--- src/rtl/fab_pkg.sv ---
package fab_pkg;

  // Widths of the offset and size fields.
  localparam int ADDR_BITS = 24;
  localparam int SIZE_BITS = 24;

  // Defaults for the top-level parameters.
  localparam int TABLE_DEPTH_DEF  = 16;
  localparam int HEADER_BYTES_DEF = 24;

  typedef enum logic {
    REQ_ALLOC = 1'b0,
    REQ_FREE  = 1'b1
  } req_type_t;

  typedef enum logic [1:0] {
    ST_OK         = 2'd0,
    ST_NULL       = 2'd1,
    ST_TABLE_FULL = 2'd2,
    ST_BAD_PTR    = 2'd3
  } status_t;

  typedef enum logic [1:0] {
    S_IDLE,
    S_SCAN,
    S_DONE
  } fsm_t;

  typedef struct packed {
    req_type_t              req_type;
    logic [SIZE_BITS-1:0]   req_size;
    logic [ADDR_BITS-1:0]   req_addr;
  } req_t;

  typedef struct packed {
    logic [ADDR_BITS-1:0]   result_addr;
    status_t                status;
  } resp_t;

  // One row of the block table.
  typedef struct packed {
    logic [ADDR_BITS-1:0]   blk_start;
    logic [SIZE_BITS-1:0]   blk_size;
    logic                   blk_free;
  } entry_t;

endpackage

--- src/rtl/first_fit_block_allocator.sv ---
// Steps: an allocate of size zero or a release of null skips the table scan and goes straight
// to its result; any other request scans the live entries, stopping at the first match.
// Throughput: one request at a time, set by the single read port of the block table that
// is read one entry per cycle in creation order.
// Reset: synchronous; clears the block count and break offset and sets the heap limit to its
// maximum. The table memory itself is not cleared, and no clearing pass is needed.
module first_fit_block_allocator #(
  parameter int TABLE_DEPTH  = fab_pkg::TABLE_DEPTH_DEF,
  parameter int HEADER_BYTES = fab_pkg::HEADER_BYTES_DEF
) (
  input  logic                          clk,
  input  logic                          rst,
  input  logic                          cfg_we,
  input  logic [fab_pkg::ADDR_BITS-1:0] cfg_wdata,
  input  logic                          in_valid,
  output logic                          in_ready,
  input  fab_pkg::req_t                 in_data,
  output logic                          out_valid,
  input  logic                          out_ready,
  output fab_pkg::resp_t                out_data
);

  import fab_pkg::*;

  localparam int IDX_W = $clog2(TABLE_DEPTH);
  localparam int CNT_W = $clog2(TABLE_DEPTH + 1);
  localparam int TOP_W = ADDR_BITS + 2;

  localparam logic [ADDR_BITS:0]   HB_EXT    = (ADDR_BITS + 1)'(HEADER_BYTES);
  localparam logic [TOP_W-1:0]     HB_TOP    = TOP_W'(HEADER_BYTES);
  localparam logic [TOP_W-1:0]     ADDR_MASK = {2'b00, {ADDR_BITS{1'b1}}};
  localparam logic [CNT_W-1:0]     DEPTH_CNT = CNT_W'(TABLE_DEPTH);

  // Control state.
  fsm_t                 state, state_next;
  logic [CNT_W-1:0]     cnt, cnt_next;
  logic [ADDR_BITS-1:0] brk, brk_next;
  logic [ADDR_BITS-1:0] heap;
  logic [CNT_W-1:0]     issue_idx, issue_next;
  logic                 rvld, rvld_next;

  // Payload registers.
  req_t                 req;
  resp_t                res, res_next;
  logic [IDX_W-1:0]     ridx;
  entry_t               rd_data;

  // Table memory ports.
  entry_t               mem [TABLE_DEPTH];
  logic                 rd_en;
  logic [IDX_W-1:0]     rd_addr;
  logic                 wr_en;
  logic [IDX_W-1:0]     wr_addr;
  entry_t               wr_data;

  logic                 in_fire;
  logic                 out_load;
  logic [TOP_W-1:0]     top;
  logic                 fit_hit;
  logic                 ptr_hit;
  logic                 is_top_blk;

  assign in_fire = in_valid & in_ready;

  // Break offset after appending a block of the requested size.
  assign top = {2'b00, brk} + HB_TOP + {{(TOP_W - SIZE_BITS){1'b0}}, req.req_size};

  // Compare logic for the entry returned by the memory.
  assign fit_hit    = rd_data.blk_free && (rd_data.blk_size >= req.req_size);
  assign ptr_hit    = ({1'b0, rd_data.blk_start} + HB_EXT) == {1'b0, req.req_addr};
  assign is_top_blk = (CNT_W'(ridx) + CNT_W'(1)) == cnt;

  // The scan reads one entry per cycle while entries remain.
  assign rd_en   = (state == S_SCAN) && (issue_idx < cnt);
  assign rd_addr = issue_idx[IDX_W-1:0];

  // Block table: one write port and one registered read port.
  always_ff @(posedge clk) begin
    if (wr_en) begin
      mem[wr_addr] <= wr_data;
    end
    if (rd_en) begin
      rd_data <= mem[rd_addr];
    end
  end

  // State register and control.
  always_ff @(posedge clk) begin
    if (rst) begin
      state     <= S_IDLE;
      cnt       <= '0;
      brk       <= '0;
      issue_idx <= '0;
      rvld      <= 1'b0;
    end else begin
      state     <= state_next;
      cnt       <= cnt_next;
      brk       <= brk_next;
      issue_idx <= issue_next;
      rvld      <= rvld_next;
    end
  end

  // Heap limit register.
  always_ff @(posedge clk) begin
    if (rst) begin
      heap <= {ADDR_BITS{1'b1}};
    end else if (cfg_we) begin
      heap <= cfg_wdata;
    end
  end

  // Request, pending result and read index.
  always_ff @(posedge clk) begin
    if (in_fire) begin
      req <= in_data;
    end
    res  <= res_next;
    ridx <= issue_idx[IDX_W-1:0];
  end

  // Output register parts the result from the scan.
  always_ff @(posedge clk) begin
    if (rst) begin
      out_valid <= 1'b0;
    end else begin
      out_valid <= out_load | (out_valid & ~out_ready);
    end
  end

  always_ff @(posedge clk) begin
    if (out_load) begin
      out_data <= res;
    end
  end

  // Next state, table updates and result.
  always_comb begin
    state_next = state;
    cnt_next   = cnt;
    brk_next   = brk;
    issue_next = issue_idx;
    rvld_next  = 1'b0;
    res_next   = res;
    wr_en      = 1'b0;
    wr_addr    = cnt[IDX_W-1:0];
    wr_data    = rd_data;
    in_ready   = 1'b0;
    out_load   = 1'b0;

    case (state)
      S_IDLE: begin
        in_ready = 1'b1;
        if (in_fire) begin
          issue_next = '0;
          if (in_data.req_type == REQ_ALLOC && in_data.req_size == '0) begin
            res_next   = '{result_addr: '0, status: ST_NULL};
            state_next = S_DONE;
          end else if (in_data.req_type == REQ_FREE && in_data.req_addr == '0) begin
            res_next   = '{result_addr: '0, status: ST_OK};
            state_next = S_DONE;
          end else begin
            state_next = S_SCAN;
          end
        end
      end

      S_SCAN: begin
        if (rd_en) begin
          issue_next = issue_idx + CNT_W'(1);
          rvld_next  = 1'b1;
        end
        if (rvld && req.req_type == REQ_ALLOC && fit_hit) begin
          // Reuse the first free block that is large enough.
          wr_en            = 1'b1;
          wr_addr          = ridx;
          wr_data          = rd_data;
          wr_data.blk_free = 1'b0;
          res_next = '{result_addr: ADDR_BITS'({1'b0, rd_data.blk_start} + HB_EXT),
                       status: ST_OK};
          rvld_next  = 1'b0;
          state_next = S_DONE;
        end else if (rvld && req.req_type == REQ_FREE && ptr_hit) begin
          // The topmost block is removed; any other is only marked free.
          if (is_top_blk) begin
            brk_next = rd_data.blk_start;
            cnt_next = cnt - CNT_W'(1);
          end else begin
            wr_en            = 1'b1;
            wr_addr          = ridx;
            wr_data          = rd_data;
            wr_data.blk_free = 1'b1;
          end
          res_next   = '{result_addr: '0, status: ST_OK};
          rvld_next  = 1'b0;
          state_next = S_DONE;
        end else if (!rvld && !rd_en) begin
          // The whole table has been searched without a match.
          if (req.req_type == REQ_FREE) begin
            res_next = '{result_addr: '0, status: ST_BAD_PTR};
          end else if (top > {2'b00, heap} || top > ADDR_MASK) begin
            res_next = '{result_addr: '0, status: ST_NULL};
          end else if (cnt >= DEPTH_CNT) begin
            res_next = '{result_addr: '0, status: ST_TABLE_FULL};
          end else begin
            wr_en    = 1'b1;
            wr_addr  = cnt[IDX_W-1:0];
            wr_data  = '{blk_start: brk, blk_size: req.req_size, blk_free: 1'b0};
            cnt_next = cnt + CNT_W'(1);
            brk_next = top[ADDR_BITS-1:0];
            res_next = '{result_addr: ADDR_BITS'({1'b0, brk} + HB_EXT), status: ST_OK};
          end
          state_next = S_DONE;
        end
      end

      S_DONE: begin
        if (!out_valid || out_ready) begin
          out_load   = 1'b1;
          state_next = S_IDLE;
        end
      end

      default: begin
        state_next = S_IDLE;
      end
    endcase
  end

`ifndef SYNTH
  // The table never holds more blocks than it has rows.
  a_cnt_bound: assert property (@(posedge clk) disable iff (rst)
    cnt <= DEPTH_CNT)
    else $error("block count exceeds table depth");

  // The block count moves by at most one per cycle.
  a_cnt_step: assert property (@(posedge clk) disable iff (rst)
    1'b1 |=> (cnt == $past(cnt) || cnt == $past(cnt) + CNT_W'(1) ||
              cnt == $past(cnt) - CNT_W'(1)))
    else $error("block count jumped");

  // Writes land on a live row or on the row just past the last one.
  a_wr_range: assert property (@(posedge clk) disable iff (rst)
    wr_en |-> (CNT_W'(wr_addr) <= cnt))
    else $error("table write beyond block count");

  // A failed request never carries an address.
  a_fail_null: assert property (@(posedge clk) disable iff (rst)
    out_valid |-> (out_data.status == ST_OK || out_data.result_addr == '0))
    else $error("failed request returned an address");
`endif

endmodule

--- config.mk ---
export PLATFORM = sky130hd
export DESIGN_NAME = first_fit_block_allocator
export DESIGN_NICKNAME = d
export VERILOG_FILES = /design/src/rtl/fab_pkg.sv /design/src/rtl/first_fit_block_allocator.sv
export SDC_FILE = /design/constraint.sdc
export NUM_CORES = 1
export LEC_CHECK = 0
export BUFFER_PORTS_ARGS = -buffer_cell sky130_fd_sc_hd__clkbuf_2
export CORE_ASPECT_RATIO = 0.7
export CORE_UTILIZATION = 49
export DETAILED_ROUTE_END_ITERATION = 10
export HOLD_SLACK_MARGIN = 0.15
export PLACE_DENSITY = 0.74
export SKIP_CTS_REPAIR_TIMING = 1
export SYNTH_ARGS = -nofsm -noshare
export SYNTH_HDL_FRONTEND = slang
export SYNTH_SLANG_ARGS = --single-unit
--- constraint.sdc ---
create_clock -name clk -period 10.2 [get_ports clk]
set_input_delay 1.02 -clock clk [delete_from_list [all_inputs] [get_ports clk]]
set_output_delay 1.02 -clock clk [all_outputs]
set_load 0.02 [all_outputs]
Word level (Yosys, flattened, before mapping):

Memory sizes are Yosys's and may differ from the RTL's. A register that Yosys moved wholly into a read port is not among the register bits.
Cells that the tools add are included.

* order comparisons: 5
* bitwise gates (word level): 8
* reduce and logical (&&, ||, !) cells: 24
* div/mod/pow operators: 0
* shifts and indexed selects: 0
* multiply operators: 0
* eq/ne operators: 13
* add/sub/neg operators: 8
* muxes and demuxes: 59

Operators with widths (number)
* $mux W49: 7
* $mux W26: 9
* $mux W24: 6
* $pmux W26 S2: 1
* $add A24 B5 Y25 const B: 2
* $logic_not A24 Y1: 2
* $mux W5: 8
* $add A25 B24 Y26: 1
* $gt A26 B24 Y1: 1
* $gt A26 B24 Y1 const B: 1
* $eq A25 B24 Y1: 1
* $add A24 B5 Y24 const B: 1
* $ge A24 B24 Y1: 1
* $mux W4: 4
* $mux W1: 15
* $mux W2: 7
* $ne A2 B2 Y1 const B: 6
* $add A5 B1 Y5 const B: 2
* $pmux W5 S2: 1
* $logic_and A1 B1 Y1: 9
* $reduce_and A7 Y1: 1
* $pmux W2 S3: 1
* $reduce_and A3 Y1: 2
* $add A4 B1 Y5 const B: 1
* other kinds (18): 27

* ROM bits: 0
* register bits: 167
* word-level logic and storage cells: 133
* bits of input ports: 78
* memories kept: 1
* latch bits: 0
* output and inout port bits: 28
* RAM bits: 784

Memories
* mem: depth 16, bits a word 49, read ports 1, clocked after Yosys merged registers in 1, write ports 1, RTL line first_fit_block_allocator.sv:49 `entry_t mem [TABLE_DEPTH];`

Depth between registers and ports, before layout:

* depth after elaboration: 12
* gate-level depth with buffers: 24

Least setup slack after synthesis:

OpenSTA, ideal clock, no wires.

* kind: flip-flop to flip-flop
* from: reg req[25] in the netlist's numbering
* to: mem mem[10][0] in the netlist's numbering, enable pin
* data required time: 9.669 ns
* setup slack: 0.956 ns
* arrival: 8.712 ns
* library setup time: 0.531 ns
* cell stages (with the launch flop): 21
* period minus slack after synthesis: 9.244 ns
* buffers on the path: 2
* cells stage by stage: edfxtp_1 ha_1 ha_1 fa_1 a21o_1 a221oi_1 a2111oi_1 o21a_1 a311oi_1 xnor2_1 ha_1 a21o_1 a21o_1 a221o_1 o31ai_1 o211ai_1 a21oi_2 nand3_1 clkbuf_1 clkbuf_1 o32ai_1

* cells in the longest elaborated chain, start to end: 11
* elaborated cells between the ends (all ways): 17
* classes of those cells: add/sub: 1; order compare: 3; mux: 10; reduce/logical: 3

Ends and longest elaborated chain
* from (decl): RTL line first_fit_block_allocator.sv:43 `req_t req;`
* from (signal assigned): RTL line first_fit_block_allocator.sv:116 `req <= in_data;`
* $add A25 B24 Y26: RTL line first_fit_block_allocator.sv:66 `assign top = {2'b00, brk} + HB_TOP + {{(TOP_W - SIZE_BITS){1'b0}}, req.req_size};`
* $gt A26 B24 Y1: RTL line first_fit_block_allocator.sv:201 `end else if (top > {2'b00, heap} || top > ADDR_MASK) begin`
* $logic_or A1 B1 Y1: RTL line first_fit_block_allocator.sv:201
* $mux W1: RTL line first_fit_block_allocator.sv:201
* $mux W1: RTL line first_fit_block_allocator.sv:199 `if (req.req_type == REQ_FREE) begin`
* $mux W1: RTL line first_fit_block_allocator.sv:197 `end else if (!rvld && !rd_en) begin`
* $mux W1: RTL line first_fit_block_allocator.sv:183 `end else if (rvld && req.req_type == REQ_FREE && ptr_hit) begin`
* $mux W1: RTL line first_fit_block_allocator.sv:173 `if (rvld && req.req_type == REQ_ALLOC && fit_hit) begin`
* $mux W1: RTL line first_fit_block_allocator.sv:151 `case (state)`
* $mux W1: RTL line first_fit_block_allocator.sv:79 `if (wr_en) begin`
* $mux W1 (implied by the code): RTL line first_fit_block_allocator.sv:80 `mem[wr_addr] <= wr_data;`
* to (decl): RTL line first_fit_block_allocator.sv:49

Several ways; a longest one is shown, not always the timed one.

Worst setup path after layout:

* from: reg brk[3]
* to: mem mem[0][39] in the netlist's numbering, enable pin

* cells in the longest elaborated chain, start to end: 12
* elaborated cells between the ends (all ways): 13
* classes of those cells: add/sub: 2; order compare: 2; mux: 8; reduce/logical: 1

Ends and longest elaborated chain
* from (decl): RTL line first_fit_block_allocator.sv:37 `logic [ADDR_BITS-1:0] brk, brk_next;`
* from (signal assigned): RTL line first_fit_block_allocator.sv:98 `brk <= brk_next;`
* $add A24 B5 Y25 *: RTL line first_fit_block_allocator.sv:66
* $add A25 B24 Y26 *: RTL line first_fit_block_allocator.sv:66
* $gt A26 B24 Y1: RTL line first_fit_block_allocator.sv:201
* $logic_or A1 B1 Y1 *: RTL line first_fit_block_allocator.sv:201
* $mux W1 *: RTL line first_fit_block_allocator.sv:201
* $mux W1 *: RTL line first_fit_block_allocator.sv:199
* $mux W1 *: RTL line first_fit_block_allocator.sv:197
* $mux W1 *: RTL line first_fit_block_allocator.sv:183
* $mux W1 *: RTL line first_fit_block_allocator.sv:173
* $mux W1 *: RTL line first_fit_block_allocator.sv:151
* $mux W1 *: RTL line first_fit_block_allocator.sv:79
* $mux W1 (implied by the code) *: RTL line first_fit_block_allocator.sv:80

Mark *: on every way between the ends. The rest lies on a longest branch, timed or not.

==> results.json <==
{
  "status": "finished, final reports clean",
  "hold_violations": 0,
  "drt_iter0_drc": 3036,
  "crit_required_ns": 10.49,
  "powerDensity_nw_per_um2": 188,
  "syn_avg_cell_area_sq_um": 17.2,
  "htree_levels": 3,
  "synth_area_sq_um": 42700,
  "routed_wl_mm": 113,
  "drv_slew": 0,
  "worstPathMaxFanout": 44,
  "synth_ff_type": "edfxtp_1",
  "ant_nets": 0,
  "yosysWarningCount": 0,
  "drt_first_pass_iters": 6,
  "cts_tree": "done",
  "hpwl_mm": 69.3,
  "clkLatencyLatePin_ns": 0.69,
  "grt_max_degree": 150,
  "critPathLaunchType": "flip-flop",
  "layout-drive-gt1-share": 0.225,
  "num_io_pins": 106,
  "synth_top_area_frac": 0.657,
  "rsz0062_at_grt": "no",
  "setup-tns-final_ns": 0,
  "fin_skew_ns": 0.0609,
  "tightest_slew_ns": 1.40,
  "worstSetupPathType": "reg -> reg",
  "drcViolationCount": 0,
  "end_kind": "flip-flop",
  "antenna_found_initial": 7,
  "layout_commonest_cell": "edfxtp_1",
  "place_inst": 3677,
  "cellLeakagePower_nw": 15.7,
  "synthCells": 2486,
  "critPathSlowestCell": "a2111oi_1",
  "synth_cell_types": 77,
  "synth_edf_count": 934,
  "final_cell_mix": "edfxtp_1 (934), mux4_2 (245), nand2_1 (210)",
  "cp_num_buf_inv": 5,
  "setup_viol": 0,
  "slew_headroom": 0.0654,
  "initial_core_util": 0.495,
  "hp-class": "reg -> reg",
  "final_cells": 3846,
  "die_w_microns": 355,
  "viasPerCell": 6.37,
  "synth.net_count": 2672,
  "seq_area_sq_um": 29400,
  "path_cells": "inv_1, ha_1, inv_1, ha_1, a21o_1, a221oi_1, a2111oi_1, o31ai_1, a21boi_0, or4b_1, o211ai_1, ha_1, a211o_1, a221o_1, o31ai_1, o211ai_1, a21oi_2, buf_4, nand3_4, buf_4, o32ai_4, buf_4",
  "synth-seq-cells": 1000,
  "yosys.area.top_type": "edfxtp_1",
  "grt-ovfl-total": 0,
  "multiInputGateArea_sq_um": 12800,
  "port_buffers": 105,
  "fp.dieH_microns": 249,
  "post-route-util": 0.556,
  "fin_hold_ws_ns": 0.419,
  "area.growth.synth_to_final_pct": 12.4,
  "vias": 24483,
  "gp_congestion": 0.941,
  "rows": 90,
  "synth.area.top_cells": "edfxtp_1 (66%), mux4_2 (13%), ha_1 (3.1%)",
  "fin_crit_sh": 0.763,
  "fillers": 6540,
  "clock-sinks": 1000,
  "cts-buffers-inserted": 89,
  "grt_pass1_wl_mm": 164,
  "clkTransAtPathRegs_ns": 0.08,
  "crit_family": "compound AO/OA/AOI/OAI gates",
  "async_flop_share": 0,
  "die_area_sq_um": 88300,
  "cp.arrival_ns": 8.07,
  "maxCapViolCount": 0,
  "r2r_slack_ns": 2.42,
  "fin_nets": 2805,
  "fmaxAchievable_mhz": 129,
  "synth_seq_area_share": 0.688,
  "wire_per_inst_microns": 29.3,
  "cp_slowest_stage_delay_ns": 0.82,
  "design.core.area_sq_um": 86300,
  "clk_path_buf_depth": 3,
  "vdd_drop_max_v": 0.000137,
  "grt_usage": 0.256,
  "fin_crit_ns": 7.78,
  "root_buffer": "clkbuf_16",
  "grt_pass1_vias": 24153
}
cell usage after synthesis, types with 9 or more instances:
library cell and instances:
nand2b_1 14, nand2_1 210, nor3_1 45, nor4_1 20
a21oi_1 58, o21ai_0 61, a311oi_1 13, inv_1 78
xnor2_1 46, nor2_1 89, o32ai_1 11, o21a_1 10
clkbuf_1 84, nand4_1 27, a311oi_2 14, buf_1 18
a211oi_1 11, a21o_1 27, ha_1 106, o211ai_1 32
nand3_1 51, xor2_1 42, buf_2 17, mux4_2 245
o22a_1 13, a31oi_1 9, and3_1 10, edfxtp_1 934
dfxtp_1 66
metrics by stage:
step | area [sq um] | power (mW) | worst slack, ns
finish | 48000 | 9.04 | 2.42
floorplan | 42700 | 5.33 | 0.956
detailed placement | 45000 | 5.65 | 2.57
CTS | 47900 | 9.06 | 2.54
global route | 48000 | 9.29 | 1.95
global placement | 44900 | 5.62 | 2.77
state kept, by name, summed over array words and instances (netlist names):
register	flops
out_data	26
heap	24
mem	784
cnt	5
rd_data	49
issue_idx	5
ridx	4
res	26
rvld	1
brk	24
state	2
req	49
out_valid	1
routing by layer:
layer | vias up | track usage | part of all wire
met5 | - | 0 | 0.00089
met4 | 8 | 0.0631 | 0.026
met3 | 209 | 0.0705 | 0.12
met2 | 1485 | 0.380 | 0.44
met1 | 12559 | 0.376 | 0.41
li1 | 10222 | - | -
path summary, 6_finish.rpt:
path / startpoint / end / cells past startpoint
min: res[18] / out_data[18] / 0
min reg2reg: res[18] / out_data[18] / 0
max reg2reg: brk[3] / mem[0][39] / 22
max: brk[3] / mem[0][39] / 22
kinds of logic after synthesis:
logic type                 Yosys count  share of synthesized area
DFF                               1000                      0.688
and+or+nand+nor                    518                     0.0575
AOI/OAI and AO/OA                  305                     0.0511
muxes                              255                      0.132
buffers and inverters              209                     0.0200
adders and majority gates          108                     0.0320
xor gates and xnor gates            91                     0.0196
power breakdown:
| part | internal (mW) | total (mW) | switching (mW) |
|---|---|---|---|
| Combinational | 0.301 | 0.867 | 0.566 |
| Sequential | 4.64 | 4.72 | 0.0839 |
| Clock | 1.91 | 3.45 | 1.54 |
area by class of cell:
cell class | count | area share
flip-flops and latches | 1000 | 0.613
multi-input cells | 1277 | 0.266
clock buffers | 110 | 0.0487
well taps | 1150 | 0.0300
repair buffers | 171 | 0.0227
clock inverters | 56 | 0.0136
inverters | 80 | 0.00626
diodes | 2 | 0.000104
(Power assumes the default switching activity.)
